$ cat config.mk
export PLATFORM = sky130hd
export DESIGN_NAME = memory_admission_scheduler_flat
export DESIGN_NICKNAME = d
export VERILOG_FILES = /design/src/hdl/mas_pkg.sv /design/src/hdl/mas_in_if.sv /design/src/hdl/mas_out_if.sv /design/src/hdl/memory_admission_scheduler.sv /design/src/hdl/mas_ctrl.sv /design/src/hdl/mas_dp.sv /design/src/flat_wrapper.sv
export SDC_FILE = /design/constraint.sdc
export NUM_CORES = 1
export LEC_CHECK = 0
export BUFFER_PORTS_ARGS = -buffer_cell sky130_fd_sc_hd__clkbuf_2
export CAP_MARGIN = 5
export CORE_ASPECT_RATIO = 0.75
export CORE_MARGIN = 2
export CORE_UTILIZATION = 30
export DETAILED_ROUTE_END_ITERATION = 10
export PLACE_DENSITY = 0.48
export SYNTH_ARGS = -nofsm -noshare
export SYNTH_HDL_FRONTEND = slang
export SYNTH_SLANG_ARGS = --single-unit
$ cat constraint.sdc
create_clock -name i_clk -period 20.3 [get_ports i_clk]
set_clock_uncertainty 0.05 [all_clocks]
set_input_delay 3.045 -clock i_clk [delete_from_list [all_inputs] [get_ports i_clk]]
set_output_delay 3.045 -clock i_clk [all_outputs]
set_load 0.005 [all_outputs]
$ cat src/hdl/mas_pkg.sv
// shared types and constants of the memory admission scheduler
`default_nettype none

package mas_pkg;

    // payload widths
    localparam int ID_W  = 8;
    localparam int MEM_W = 16;
    localparam int JOB_W = ID_W + MEM_W;

    // queue depth defaults
    localparam int DEF_RUN_DEPTH  = 16;
    localparam int DEF_WAIT_DEPTH = 16;

    // pool size after reset
    localparam logic [MEM_W-1:0] RESET_TOTAL = 16'd1000;

    // at most this many events per request
    localparam int MAX_RESULTS = 18;
    localparam int ADMIT_W     = $clog2(MAX_RESULTS);
    localparam logic [ADMIT_W-1:0] KILL_ADMIT_CAP = ADMIT_W'(MAX_RESULTS - 1);

    // event codes
    typedef enum logic [2:0] {
        RES_QUEUED   = 3'd0,
        RES_ADMITTED = 3'd1,
        RES_KILLED   = 3'd2,
        RES_DROPPED  = 3'd3,
        RES_NONE     = 3'd4,
        RES_REJECTED = 3'd5
    } t_res;

    // request opcodes
    localparam logic OP_CREATE = 1'b0;
    localparam logic OP_KILL   = 1'b1;

    // controller to datapath
    typedef struct packed {
        logic load;       // capture the request
        logic start;      // apply the request's own event
        logic admit;      // move the waiting head to the running queue
        logic emit;       // hand the held event to the output register
        logic emit_last;  // the event handed over closes the request
    } t_dp_cmd;

    // datapath to controller
    typedef struct packed {
        logic is_create;
        logic wait_full;
        logic head_fits;
        logic out_free;
    } t_dp_stat;

endpackage

`default_nettype wire

$ cat src/hdl/mas_in_if.sv
// request channel of the memory admission scheduler
`default_nettype none

interface mas_in_if
    import mas_pkg::*;
();
    logic             valid;
    logic             ready;
    logic             op;
    logic [ID_W-1:0]  job_id;
    logic [MEM_W-1:0] job_memory;

    modport source (output valid, op, job_id, job_memory, input ready);
    modport sink   (input valid, op, job_id, job_memory, output ready);
endinterface

`default_nettype wire

$ cat src/hdl/mas_out_if.sv
// event channel of the memory admission scheduler
`default_nettype none

interface mas_out_if
    import mas_pkg::*;
();
    logic             valid;
    logic             ready;
    logic [2:0]       event_res;
    logic [ID_W-1:0]  event_job_id;
    logic [MEM_W-1:0] event_job_memory;
    logic [MEM_W-1:0] free_after;
    logic             last;

    modport source (output valid, event_res, event_job_id, event_job_memory, free_after,
                    last, input ready);
    modport sink   (input valid, event_res, event_job_id, event_job_memory, free_after,
                    last, output ready);
endinterface

`default_nettype wire

$ cat src/hdl/memory_admission_scheduler.sv
// top level of the memory admission scheduler
//
// Requests enter on i_in (valid/ready): op 0 creates a job {job_id, job_memory}
// in the waiting queue, op 1 kills the oldest running job. Each request yields
// one to 18 events on o_out (valid/ready), the final one flagged by last.
// A create gives a queued or rejected event and at most one admission; a kill
// gives a killed, dropped or nothing-to-kill event and then admits waiting jobs
// while they fit in free memory and the running queue has room.
// Sequence: after the transfer the request's own event is applied, then the job
// stores are read and the event is decided and handed to the output register;
// each further admission repeats the queue read and the decision, because the
// job stores have a registered read. A new request is taken once the sequencer
// is back in idle.
// The output register holds one event while the next is worked out; when the
// receiver stalls, the sequencer waits with the following event and no
// request is taken until the last one has been handed over.
// Reset (i_rst_n low, synchronous) empties both queues and sets free memory
// to 1000. A write on i_cfg_we loads free memory with i_cfg_data; write only
// while no request is in progress. Queue contents are kept.
`default_nettype none

module memory_admission_scheduler
    import mas_pkg::*;
#(
    parameter int RUN_DEPTH  = DEF_RUN_DEPTH,
    parameter int WAIT_DEPTH = DEF_WAIT_DEPTH
) (
    input  wire logic             i_clk,
    input  wire logic             i_rst_n,
    input  wire logic             i_cfg_we,
    input  wire logic [MEM_W-1:0] i_cfg_data,
    mas_in_if.sink                i_in,
    mas_out_if.source             o_out
);

    t_dp_cmd  w_cmd;
    t_dp_stat w_stat;
    logic     w_in_ready;

    assign i_in.ready = w_in_ready;

    // sequencer
    mas_ctrl u_ctrl (
        .i_clk      (i_clk),
        .i_rst_n    (i_rst_n),
        .i_in_valid (i_in.valid),
        .o_in_ready (w_in_ready),
        .i_stat     (w_stat),
        .o_cmd      (w_cmd)
    );

    // queues and event path
    mas_dp #(
        .RUN_DEPTH  (RUN_DEPTH),
        .WAIT_DEPTH (WAIT_DEPTH)
    ) u_dp (
        .i_clk              (i_clk),
        .i_rst_n            (i_rst_n),
        .i_cfg_we           (i_cfg_we),
        .i_cfg_data         (i_cfg_data),
        .i_cmd              (w_cmd),
        .o_stat             (w_stat),
        .i_op               (i_in.op),
        .i_job_id           (i_in.job_id),
        .i_job_memory       (i_in.job_memory),
        .i_out_ready        (o_out.ready),
        .o_out_valid        (o_out.valid),
        .o_event_res        (o_out.event_res),
        .o_event_job_id     (o_out.event_job_id),
        .o_event_job_memory (o_out.event_job_memory),
        .o_free_after       (o_out.free_after),
        .o_last             (o_out.last)
    );

`ifndef SYNTHESIS
    // an event is flagged last only when the sequencer goes back to accepting
    a_last_then_ready: assert property (@(posedge i_clk) disable iff (!i_rst_n)
        w_cmd.emit && w_cmd.emit_last |=> w_in_ready)
        else $error("last event without return to idle");
`endif

endmodule

`default_nettype wire

$ cat src/hdl/mas_ctrl.sv
// sequencing state machine of the memory admission scheduler
`default_nettype none

module mas_ctrl
    import mas_pkg::*;
(
    input  wire logic     i_clk,
    input  wire logic     i_rst_n,
    input  wire logic     i_in_valid,
    output logic          o_in_ready,
    input  wire t_dp_stat i_stat,
    output t_dp_cmd       o_cmd
);

    typedef enum logic [1:0] {
        ST_IDLE,
        ST_START,
        ST_FETCH,
        ST_CHECK
    } t_state;

    t_state               r_state;
    logic                 r_ready;
    logic [ADMIT_W-1:0]   r_admit_left;
    logic                 w_more;

    assign o_in_ready = r_ready;
    assign w_more     = (r_admit_left != '0) && i_stat.head_fits;

    // commands decoded from state
    always_comb begin
        o_cmd           = '0;
        o_cmd.load      = r_ready && i_in_valid;
        o_cmd.start     = (r_state == ST_START);
        o_cmd.emit      = (r_state == ST_CHECK) && i_stat.out_free;
        o_cmd.emit_last = !w_more;
        o_cmd.admit     = (r_state == ST_CHECK) && i_stat.out_free && w_more;
    end

    // state, ready and admission budget
    always_ff @(posedge i_clk) begin
        if (!i_rst_n) begin
            r_state      <= ST_IDLE;
            r_ready      <= 1'b1;
            r_admit_left <= '0;
        end else begin
            unique case (r_state)
                ST_IDLE: begin
                    if (r_ready && i_in_valid) begin
                        r_ready <= 1'b0;
                        r_state <= ST_START;
                    end
                end
                ST_START: begin
                    // a create may admit once, a kill up to one below the event cap
                    if (i_stat.is_create) begin
                        r_admit_left <= i_stat.wait_full ? '0 : ADMIT_W'(1);
                    end else begin
                        r_admit_left <= KILL_ADMIT_CAP;
                    end
                    r_state <= ST_FETCH;
                end
                ST_FETCH: begin
                    r_state <= ST_CHECK;
                end
                ST_CHECK: begin
                    if (i_stat.out_free) begin
                        if (w_more) begin
                            r_admit_left <= r_admit_left - ADMIT_W'(1);
                            r_state      <= ST_FETCH;
                        end else begin
                            r_ready <= 1'b1;
                            r_state <= ST_IDLE;
                        end
                    end
                end
                default: begin
                    r_state <= ST_IDLE;
                end
            endcase
        end
    end

`ifndef SYNTHESIS
    // no request is taken while one is in progress
    a_ready_only_idle: assert property (@(posedge i_clk) disable iff (!i_rst_n)
        o_in_ready |-> (r_state == ST_IDLE))
        else $error("ready outside idle");

    // an accepted request always starts next cycle
    a_load_starts: assert property (@(posedge i_clk) disable iff (!i_rst_n)
        o_cmd.load |=> (r_state == ST_START) && !o_in_ready)
        else $error("accepted request did not start");
`endif

endmodule

`default_nettype wire

$ cat src/hdl/mas_dp.sv
// queues, free-memory count and event registers of the memory admission scheduler
`default_nettype none

module mas_dp
    import mas_pkg::*;
#(
    parameter int RUN_DEPTH  = DEF_RUN_DEPTH,
    parameter int WAIT_DEPTH = DEF_WAIT_DEPTH
) (
    input  wire logic             i_clk,
    input  wire logic             i_rst_n,
    input  wire logic             i_cfg_we,
    input  wire logic [MEM_W-1:0] i_cfg_data,
    input  wire t_dp_cmd          i_cmd,
    output t_dp_stat              o_stat,
    input  wire logic             i_op,
    input  wire logic [ID_W-1:0]  i_job_id,
    input  wire logic [MEM_W-1:0] i_job_memory,
    input  wire logic             i_out_ready,
    output logic                  o_out_valid,
    output logic [2:0]            o_event_res,
    output logic [ID_W-1:0]       o_event_job_id,
    output logic [MEM_W-1:0]      o_event_job_memory,
    output logic [MEM_W-1:0]      o_free_after,
    output logic                  o_last
);

    localparam int RUN_AW  = $clog2(RUN_DEPTH);
    localparam int RUN_CW  = $clog2(RUN_DEPTH + 1);
    localparam int WAIT_AW = $clog2(WAIT_DEPTH);
    localparam int WAIT_CW = $clog2(WAIT_DEPTH + 1);

    // job stores, {id, memory}
    logic [JOB_W-1:0]   run_mem  [RUN_DEPTH];
    logic [JOB_W-1:0]   wait_mem [WAIT_DEPTH];

    logic [RUN_AW-1:0]  r_run_head;
    logic [RUN_CW-1:0]  r_run_count;
    logic [WAIT_AW-1:0] r_wait_head;
    logic [WAIT_CW-1:0] r_wait_count;
    logic [JOB_W-1:0]   r_run_rd;
    logic [JOB_W-1:0]   r_wait_rd;
    logic [MEM_W-1:0]   r_free;

    // captured request
    logic               r_op;
    logic [JOB_W-1:0]   r_job;

    // event held until it is known whether another follows
    t_res               r_pend_res;
    logic [JOB_W-1:0]   r_pend_job;
    logic [MEM_W-1:0]   r_pend_free;

    // output register
    logic               r_out_valid;
    t_res               r_out_res;
    logic [JOB_W-1:0]   r_out_job;
    logic [MEM_W-1:0]   r_out_free;
    logic               r_out_last;

    logic               w_run_full;
    logic               w_wait_full;
    logic [RUN_AW:0]    w_run_sum;
    logic [RUN_AW-1:0]  w_run_tail;
    logic [WAIT_AW:0]   w_wait_sum;
    logic [WAIT_AW-1:0] w_wait_tail;
    logic [RUN_AW-1:0]  w_run_head_inc;
    logic [WAIT_AW-1:0] w_wait_head_inc;
    logic [MEM_W:0]     w_kill_sum;
    logic [MEM_W-1:0]   w_kill_free;
    logic [MEM_W-1:0]   w_admit_free;
    logic               w_head_fits;
    logic               w_wait_we;
    logic               w_run_we;

    // pointer arithmetic with wrap at any depth
    assign w_run_full  = (r_run_count == RUN_CW'(RUN_DEPTH));
    assign w_wait_full = (r_wait_count == WAIT_CW'(WAIT_DEPTH));
    assign w_run_sum   = {1'b0, r_run_head} + (RUN_AW+1)'(r_run_count);
    assign w_run_tail  = (w_run_sum >= (RUN_AW+1)'(RUN_DEPTH))
                       ? RUN_AW'(w_run_sum - (RUN_AW+1)'(RUN_DEPTH)) : RUN_AW'(w_run_sum);
    assign w_wait_sum  = {1'b0, r_wait_head} + (WAIT_AW+1)'(r_wait_count);
    assign w_wait_tail = (w_wait_sum >= (WAIT_AW+1)'(WAIT_DEPTH))
                       ? WAIT_AW'(w_wait_sum - (WAIT_AW+1)'(WAIT_DEPTH))
                       : WAIT_AW'(w_wait_sum);
    assign w_run_head_inc  = (r_run_head == RUN_AW'(RUN_DEPTH - 1))
                           ? '0 : r_run_head + RUN_AW'(1);
    assign w_wait_head_inc = (r_wait_head == WAIT_AW'(WAIT_DEPTH - 1))
                           ? '0 : r_wait_head + WAIT_AW'(1);

    // returned memory saturates at full scale
    assign w_kill_sum   = {1'b0, r_free} + {1'b0, r_run_rd[MEM_W-1:0]};
    assign w_kill_free  = w_kill_sum[MEM_W] ? '1 : w_kill_sum[MEM_W-1:0];
    assign w_admit_free = r_free - r_wait_rd[MEM_W-1:0];

    assign w_head_fits = (r_wait_count != '0) && !w_run_full
                       && (r_wait_rd[MEM_W-1:0] <= r_free);

    assign w_wait_we = i_cmd.start && (r_op == OP_CREATE) && !w_wait_full;
    assign w_run_we  = i_cmd.admit;

    // status to the controller
    always_comb begin
        o_stat           = '0;
        o_stat.is_create = (r_op == OP_CREATE);
        o_stat.wait_full = w_wait_full;
        o_stat.head_fits = w_head_fits;
        o_stat.out_free  = !r_out_valid || i_out_ready;
    end

    // job stores with registered head read
    always_ff @(posedge i_clk) begin
        if (w_run_we) begin
            run_mem[w_run_tail] <= r_wait_rd;
        end
        r_run_rd <= run_mem[r_run_head];
    end

    always_ff @(posedge i_clk) begin
        if (w_wait_we) begin
            wait_mem[w_wait_tail] <= r_job;
        end
        r_wait_rd <= wait_mem[r_wait_head];
    end

    // request capture
    always_ff @(posedge i_clk) begin
        if (i_cmd.load) begin
            r_op  <= i_op;
            r_job <= {i_job_id, i_job_memory};
        end
    end

    // queue pointers, counts and free memory
    always_ff @(posedge i_clk) begin
        if (!i_rst_n) begin
            r_run_head   <= '0;
            r_run_count  <= '0;
            r_wait_head  <= '0;
            r_wait_count <= '0;
            r_free       <= RESET_TOTAL;
        end else if (i_cfg_we) begin
            r_free <= i_cfg_data;
        end else if (i_cmd.start) begin
            if (r_op == OP_CREATE) begin
                if (!w_wait_full) begin
                    r_wait_count <= r_wait_count + WAIT_CW'(1);
                end
            end else if (r_run_count != '0) begin
                r_run_head  <= w_run_head_inc;
                r_run_count <= r_run_count - RUN_CW'(1);
                r_free      <= w_kill_free;
            end else if (r_wait_count != '0) begin
                r_wait_head  <= w_wait_head_inc;
                r_wait_count <= r_wait_count - WAIT_CW'(1);
            end
        end else if (i_cmd.admit) begin
            r_wait_head  <= w_wait_head_inc;
            r_wait_count <= r_wait_count - WAIT_CW'(1);
            r_run_count  <= r_run_count + RUN_CW'(1);
            r_free       <= w_admit_free;
        end
    end

    // held event
    always_ff @(posedge i_clk) begin
        if (i_cmd.start) begin
            r_pend_free <= r_free;
            r_pend_job  <= r_job;
            if (r_op == OP_CREATE) begin
                r_pend_res <= w_wait_full ? RES_REJECTED : RES_QUEUED;
            end else if (r_run_count != '0) begin
                r_pend_res  <= RES_KILLED;
                r_pend_job  <= r_run_rd;
                r_pend_free <= w_kill_free;
            end else if (r_wait_count != '0) begin
                r_pend_res <= RES_DROPPED;
                r_pend_job <= r_wait_rd;
            end else begin
                r_pend_res <= RES_NONE;
                r_pend_job <= '0;
            end
        end else if (i_cmd.admit) begin
            r_pend_res  <= RES_ADMITTED;
            r_pend_job  <= r_wait_rd;
            r_pend_free <= w_admit_free;
        end
    end

    // output register, refilled on the transfer cycle
    always_ff @(posedge i_clk) begin
        if (!i_rst_n) begin
            r_out_valid <= 1'b0;
        end else if (i_cmd.emit) begin
            r_out_valid <= 1'b1;
        end else if (i_out_ready) begin
            r_out_valid <= 1'b0;
        end
    end

    always_ff @(posedge i_clk) begin
        if (i_cmd.emit) begin
            r_out_res  <= r_pend_res;
            r_out_job  <= r_pend_job;
            r_out_free <= r_pend_free;
            r_out_last <= i_cmd.emit_last;
        end
    end

    assign o_out_valid        = r_out_valid;
    assign o_event_res        = r_out_res;
    assign o_event_job_id     = r_out_job[JOB_W-1:MEM_W];
    assign o_event_job_memory = r_out_job[MEM_W-1:0];
    assign o_free_after       = r_out_free;
    assign o_last             = r_out_last;

`ifndef SYNTHESIS
    // admission only when the head job fits and the running queue has room
    a_admit_fits: assert property (@(posedge i_clk) disable iff (!i_rst_n)
        i_cmd.admit |-> w_head_fits)
        else $error("admission without room");

    // admission moves exactly one job between the queues
    a_admit_moves: assert property (@(posedge i_clk) disable iff (!i_rst_n)
        i_cmd.admit && !i_cfg_we |=> (r_run_count == $past(r_run_count) + RUN_CW'(1))
            && (r_wait_count == $past(r_wait_count) - WAIT_CW'(1)))
        else $error("admission count mismatch");

    // the output register is never overwritten while an event waits
    a_no_overwrite: assert property (@(posedge i_clk) disable iff (!i_rst_n)
        i_cmd.emit |-> (!r_out_valid || i_out_ready))
        else $error("event overwritten");
`endif

endmodule

`default_nettype wire

$ cat src/flat_wrapper.sv
// flat-port wrapper written by rule: the top's interface ports become plain ports
module memory_admission_scheduler_flat import mas_pkg::*;
#(
    parameter int RUN_DEPTH  = DEF_RUN_DEPTH,
    parameter int WAIT_DEPTH = DEF_WAIT_DEPTH
)
  (i_clk, i_rst_n, i_cfg_we, i_cfg_data, i_in_valid, i_in_op, i_in_job_id, i_in_job_memory, i_in_ready, o_out_valid, o_out_event_res, o_out_event_job_id, o_out_event_job_memory, o_out_free_after, o_out_last, o_out_ready);
  mas_in_if i_in_i ();
  mas_out_if o_out_i ();
  input  wire logic i_clk;
  input  wire logic i_rst_n;
  input  wire logic i_cfg_we;
  input  wire logic [MEM_W-1:0] i_cfg_data;
  input wire logic [$bits(i_in_i.valid)-1:0] i_in_valid;
  input wire logic [$bits(i_in_i.op)-1:0] i_in_op;
  input wire logic [$bits(i_in_i.job_id)-1:0] i_in_job_id;
  input wire logic [$bits(i_in_i.job_memory)-1:0] i_in_job_memory;
  output wire logic [$bits(i_in_i.ready)-1:0] i_in_ready;
  output wire logic [$bits(o_out_i.valid)-1:0] o_out_valid;
  output wire logic [$bits(o_out_i.event_res)-1:0] o_out_event_res;
  output wire logic [$bits(o_out_i.event_job_id)-1:0] o_out_event_job_id;
  output wire logic [$bits(o_out_i.event_job_memory)-1:0] o_out_event_job_memory;
  output wire logic [$bits(o_out_i.free_after)-1:0] o_out_free_after;
  output wire logic [$bits(o_out_i.last)-1:0] o_out_last;
  input wire logic [$bits(o_out_i.ready)-1:0] o_out_ready;
  assign i_in_i.valid = i_in_valid;
  assign i_in_i.op = i_in_op;
  assign i_in_i.job_id = i_in_job_id;
  assign i_in_i.job_memory = i_in_job_memory;
  assign i_in_ready = i_in_i.ready;
  assign o_out_valid = o_out_i.valid;
  assign o_out_event_res = o_out_i.event_res;
  assign o_out_event_job_id = o_out_i.event_job_id;
  assign o_out_event_job_memory = o_out_i.event_job_memory;
  assign o_out_free_after = o_out_i.free_after;
  assign o_out_last = o_out_i.last;
  assign o_out_i.ready = o_out_ready;
  memory_admission_scheduler #(.RUN_DEPTH(RUN_DEPTH), .WAIT_DEPTH(WAIT_DEPTH)) u_core (.i_clk(i_clk), .i_rst_n(i_rst_n), .i_cfg_we(i_cfg_we), .i_cfg_data(i_cfg_data), .i_in(i_in_i), .o_out(o_out_i));
endmodule
* Word-level counts from Yosys, hierarchy flattened
Memories as Yosys holds them, arrays and structs flattened. A register that Yosys moved wholly into a read port is not among the register bits.
Index checks and enable logic that the tools add are counted.
** Storage, ports and cells
- Register bits :: 155
- Latch bits :: 0
- RAM bits :: 768
- ROM bits :: 0
- Output and inout port bits :: 46
- Word-level logic and storage cells :: 140
- Memories :: 2
** Operators by class
- Add/subtract/negate cells :: 13
- $mul :: 0
- Div/mod/pow operators :: 0
- Magnitude comparators :: 3
- Equality and inequality tests :: 18
- Shifts and indexed selects :: 0
- Muxes and demuxes :: 55
- Bitwise logic cells :: 2
- Reduce and logical (&&, ||, !) cells :: 29
** Memory list
- u_core.u_dp.run_mem :: words 16, bits a word 24, read ports 1, clocked after Yosys merged registers in 1, wr ports 1, RTL line mas_dp.sv:34 : logic [JOB_W-1:0] run_mem [RUN_DEPTH];
- u_core.u_dp.wait_mem :: words 16, bits a word 24, read ports 1, clocked after Yosys merged registers in 1, wr ports 1, RTL line mas_dp.sv:35 : logic [JOB_W-1:0] wait_mem [WAIT_DEPTH];
** Operator list (count)
- 2-to-1 mux 24 bit :: 5
- 2-to-1 mux 16 bit :: 6
- 2-to-1 mux 5 bit :: 13
- 2-to-1 mux 4 bit :: 9
- 2-to-1 mux 3 bit :: 6
- adder 16 x 16 -> 17 bit :: 1
- <= comparator 16 bit :: 1
- subtractor 16 bit :: 1
- nonzero test 5 bit :: 3
- subtractor 5 x 1 -> 5 bit, second input constant :: 3
- AND reduction 4 bit :: 3
- adder 4 x 5 -> 5 bit :: 2
- adder 5 x 1 -> 5 bit, second input constant :: 2
- == test 5 bit, second input constant :: 2
- >= comparator 5 bit, second input constant :: 2
- 2-to-1 mux 1 bit :: 10
- != test 2 bit, second input constant :: 5
- case mux 5 bit (2 select lines) :: 1
- AND reduction 5 bit :: 2
- adder 4 x 1 -> 4 bit, second input constant :: 2
- == test 4 bit, second input constant :: 2
- logical AND 1 bit :: 8
- case mux 2 bit (4 select lines) :: 1
- nonzero test 2 bit :: 4
- other kinds (15) :: 26

* Depth between registers and ports, before layout
- Depth in word-level cells :: 9
- Depth in mapped cells :: 13
- Gate-level depth less buffers :: 11

* Cells and area by module
Synthesis repeated with hierarchy kept, for this count alone.
** Second synthesis, totals
- Cell total of the unflattened synthesis :: 2145
- Area total of the unflattened synthesis :: 38484.4 um2
** Modules (own cells, without submodules)
- mas_dp :: instances 1, cells an instance 2094, area an instance 38049.0 um2, sequential area each 28086.9 um2
- mas_ctrl :: instances 1, cells an instance 51, area an instance 435.4 um2, sequential area each 160.2 um2

* Least setup slack after synthesis
No wires, ideal clock.
- Kind :: input to register
- Start point :: input o_out_ready
- End point :: memory u_core.u_dp.run_mem[0][0] (netlist name) (enable)
- Library setup time :: 466 ps
- Arrival time :: 8355 ps
- Required time :: 19784 ps
- Setup slack :: 11430 ps
- Stages :: 6
- Path buffers :: 1
- Path through :: nand2b_1 > nor2b_1 > and2_1 > nand2_1 > buf_2 > nor4_1
** RTL lines
- from (decl) :: RTL line flat_wrapper.sv:25 : input wire logic [$bits(o_out_i.ready)-1:0] o_out_ready;
- to (decl) :: RTL line mas_dp.sv:34

==> impl_metrics.env <==
export IMPL_outcome="complete, no violations"
export IMPL_timing_max_transition_violations_final=0
export IMPL_yosys_top_cells_area="edfxtp_1, mux4_2, dfxtp_1"
export IMPL_max_stage_delay_ns=0.78
export IMPL_layout_nets=2226
export IMPL_fp_dieW_um=416
export IMPL_area_growth_synth_to_final_pct=15.7
export IMPL_drcViolationCount=0
export IMPL_endpoint="u_core.u_dp.run_mem[1][3]$_DFFE_PP_"
export IMPL_synth_most_common_cell="edfxtp_1"
export IMPL_power_density_mw_per_mm2=96.7
export IMPL_worst_r2r_endpoint="u_core.u_dp.run_mem[1][3]$_DFFE_PP_"
export IMPL_post_synthesis_instance_area_mm2=0.0382
export IMPL_io_buffer_count=91
export IMPL_synth_top_area_share_pct=69.1
export IMPL_r2r_worst_path_cells=10
export IMPL_antenna_left=0
export IMPL_hold_path_class="flop to flop"
export IMPL_setup_tns_ns=0
export IMPL_report_final_hold_viol_count=0
export IMPL_vias_per_cell=5.11
export IMPL_grt_setup_unrepaired="false"
export IMPL_globalRouteOverflowTotal=0
export IMPL_tightestPinTransition_ns=1.15
export IMPL_yosys_area_top_type="edfxtp_1"
export IMPL_clock_latency_ns=0.70
export IMPL_layout_min_cycle_time_ns=5.33
export IMPL_synth_seq_area_share_pct=73.9
export IMPL_finish_utilization_pct=35.0
export IMPL_htreeDepth=3
export IMPL_post_synth_num_cell_types=75
export IMPL_clk_transition_reported_paths_ns=0.06
export IMPL_cts_root_cell="clkbuf_16"
export IMPL_async_flop_share_pct=0
export IMPL_timing_critical_path_mode_cell="nand2_1"
export IMPL_post_cts_resized_instances=0
export IMPL_cp_cell_sequence="clkbuf_2 > nand2b_1 > nor2b_4 > and2_1 > nand2_1 > nor2_1 > nand2_1 > nor2_4"
export IMPL_maxClockFrequency_mhz=188
export IMPL_placementRows=113
export IMPL_cts_sinks=971
export IMPL_cts_buffers_inserted=94
export IMPL_yosys_top_cells_count="edfxtp_1, mux4_2, nor2_1"
export IMPL_grt_pass1_vias=19900
export IMPL_clock_path_buffers=3
export IMPL_placeableCoreArea_mm2=0.127
export IMPL_critical_path_slowest_cell="nor2_4"
export IMPL_syn_num_nets=2074
export IMPL_reg2reg_from="u_core.u_dp.r_wait_rd[0]$_DFF_P_"
export IMPL_postSynthCellCount=1976
export IMPL_ctsHoldBuffers=0
export IMPL_synth_ff_latch_count=971
export IMPL_final_layout_size_suffix_gt1_share_pct=26.8
export IMPL_cp_start_kind="input port"
export IMPL_drt_pass1_iterations=5
export IMPL_route_detailed_wl_per_inst_um=27.3
export IMPL_synth_edf_count=880
export IMPL_gr_usage_all_layers_pct=16.2
export IMPL_worst_r2r_setup_slack_ns=15.58
export IMPL_endpoint_kind="flop"
export IMPL_cap_violations=0
export IMPL_initial_core_utilization_pct=30.2
export IMPL_worst_ep_arrival_time_ns=5.57
export IMPL_ir_worst_vdd_mv=0.0647
export IMPL_dieHeight_um=313
export IMPL_layout_filler_cells=11700
export IMPL_detailed_place_hpwl_um=66700
export IMPL_postSynthAreaPerCell_um2=19.3
export IMPL_grt_antenna_before_repair=7
export IMPL_relSlewSlack_pct=23.1
export IMPL_io_pins=92
export IMPL_setup_violations_final=0
export IMPL_synth_main_ff_cell="edfxtp_1"
export IMPL_number_of_setup_buffers_added_after_cts=0
export IMPL_drt_first_iter_violations=2191
export IMPL_routed_via_count=19800
export IMPL_worstPathMaxFanout=24
export IMPL_dieArea_mm2=0.130
export IMPL_first_element_of_the_critical_path="o_out_ready"
export IMPL_gp_congestion=0.856
export IMPL_cp_data_required_time_ns=20.54
export IMPL_grt_start_max_net_pins=74
export IMPL_grt_first_pass_wirelength_um=150000
export IMPL_clock_tree_from_tritoncts="yes"
export IMPL_total_leakage_power_uw=0.0139
export IMPL_number_of_warnings_printed_during_yosys_synthesis=0
export IMPL_final_period_utilization_pct=26.2
export IMPL_path_class="input port to flop"
export IMPL_wl_um=106000
-- state kept, by name, summed over array words and instances, names as in the netlist --
| signal | count |
|---|---|
| u_core.u_ctrl.o_in_ready | 1 |
| u_core.u_ctrl.r_admit_left | 5 |
| u_core.u_ctrl.r_state | 2 |
| u_core.u_dp.o_event_res | 3 |
| u_core.u_dp.o_free_after | 16 |
| u_core.u_dp.o_last | 1 |
| u_core.u_dp.o_out_valid | 1 |
| u_core.u_dp.r_free | 16 |
| u_core.u_dp.r_job | 24 |
| u_core.u_dp.r_op | 1 |
| u_core.u_dp.r_out_job | 24 |
| u_core.u_dp.r_pend_free | 16 |
| u_core.u_dp.r_pend_job | 24 |
| u_core.u_dp.r_pend_res | 3 |
| u_core.u_dp.r_run_count | 5 |
| u_core.u_dp.r_run_head | 4 |
| u_core.u_dp.r_run_rd | 24 |
| u_core.u_dp.r_wait_count | 5 |
| u_core.u_dp.r_wait_head | 4 |
| u_core.u_dp.r_wait_rd | 24 |
| u_core.u_dp.run_mem | 384 |
| u_core.u_dp.wait_mem | 384 |
-- stage by stage --
stage | hold slack, ns | area (um^2) | total power (uW) | std cells | setup slack, ns
finish | 0.370 | 44200 | 4280 | 3878 | 14.97
global route | 0.377 | 44200 | 4430 | 3877 | 14.76
CTS | 0.369 | 44200 | 4330 | 3877 | 14.97
detailed placement | 0.355 | 41100 | 2560 | 3699 | 14.25
global placement | 0.357 | 41100 | 2550 | 3699 | 14.23
floorplan | 0.350 | 38200 | 2440 | 1976 | 11.43
-- worst min path at each step --
stage	start	end	slack [ns]	cells after the start
after CTS	u_core.u_dp.r_pend_job[10]$_DFFE_PP_	u_core.u_dp.r_out_job[10]$_DFFE_PP_	0.37	0
final	u_core.u_dp.r_pend_job[10]$_DFFE_PP_	u_core.u_dp.r_out_job[10]$_DFFE_PP_	0.37	0
after global routing	u_core.u_dp.r_pend_job[10]$_DFFE_PP_	u_core.u_dp.r_out_job[10]$_DFFE_PP_	0.38	0
after floorplan	u_core.u_dp.r_pend_res[0]$_SDFFCE_PN1P_	u_core.u_dp.o_event_res[0]$_DFFE_PP_	0.35	0
after global placement	u_core.u_dp.r_pend_job[6]$_DFFE_PP_	u_core.u_dp.r_out_job[6]$_DFFE_PP_	0.36	0
after detailed placement	u_core.u_dp.r_pend_job[10]$_DFFE_PP_	u_core.u_dp.r_out_job[10]$_DFFE_PP_	0.35	0
-- kinds of logic after synthesis --
group                    after synthesis  share of synthesized area, %
adder cells (fa/ha/maj)               52                          1.80
flip-flops                           971                          73.9
AO/OA/AOI/OAI                        239                          4.19
multiplexers                         245                          14.3
XOR/XNOR                              40                         0.916
buffers and inverters                127                          1.30
AND/OR/NAND/NOR                      302                          3.62
-- placed cells by master (no fill, tap or decap), types with 21 or more instances in the layout --
master / n
buf_4: 56
a21oi_1: 67
clkbuf_2: 91
nor2_1: 82
mux4_2: 240
nand2_1: 103
clkbuf_1: 27
a21o_1: 21
ha_1: 47
inv_1: 33
xnor2_1: 26
nor2_4: 28
o21ai_0: 35
dfxtp_1: 84
clkbuf_16: 95
edfxtp_1: 880
o22ai_1: 24
-- critical path, delay by kind of cell --
kind                   cells  cell delay, ns
buffers and inverters      1            0.09
and+or+nand+nor            7            2.43
-- layout make-up --
type | instances | area (um^2) | share of cell area (%)
Tap cell | 1667 | 2090 | 4.72
Inverter | 36 | 135 | 0.305
Clock inverter | 41 | 457 | 1.03
Clock buffer | 137 | 2690 | 6.07
Timing Repair Buffer | 147 | 876 | 1.98
Multi-Input combinational cell | 878 | 9730 | 22.0
Sequential cell | 971 | 28300 | 63.9
Antenna cell | 1 | 2.50 | 0.00566
-- metal layers --
| metal | GRT usage, % | wire, um | up-vias |
|---|---|---|---|
| li1 | - | - | 8380 |
| met1 | 24.8 | 51000 | 10700 |
| met2 | 24.0 | 46800 | 677 |
| met3 | 3.38 | 6940 | 104 |
| met4 | 2.59 | 1250 | 0 |
| met5 | 0 | 0 | - |
-- power by group --
part | switching (uW) | leakage (uW) | total, uW | internal [uW]
logic | 154 | 0.00369 | 237 | 83.8
clock network | 772 | 0.00153 | 1770 | 994
registers | 45.8 | 0.00870 | 2280 | 2230
total | 971 | 0.0139 | 4280 | 3310
No activity file was read; power rests on OpenSTA's default activity.
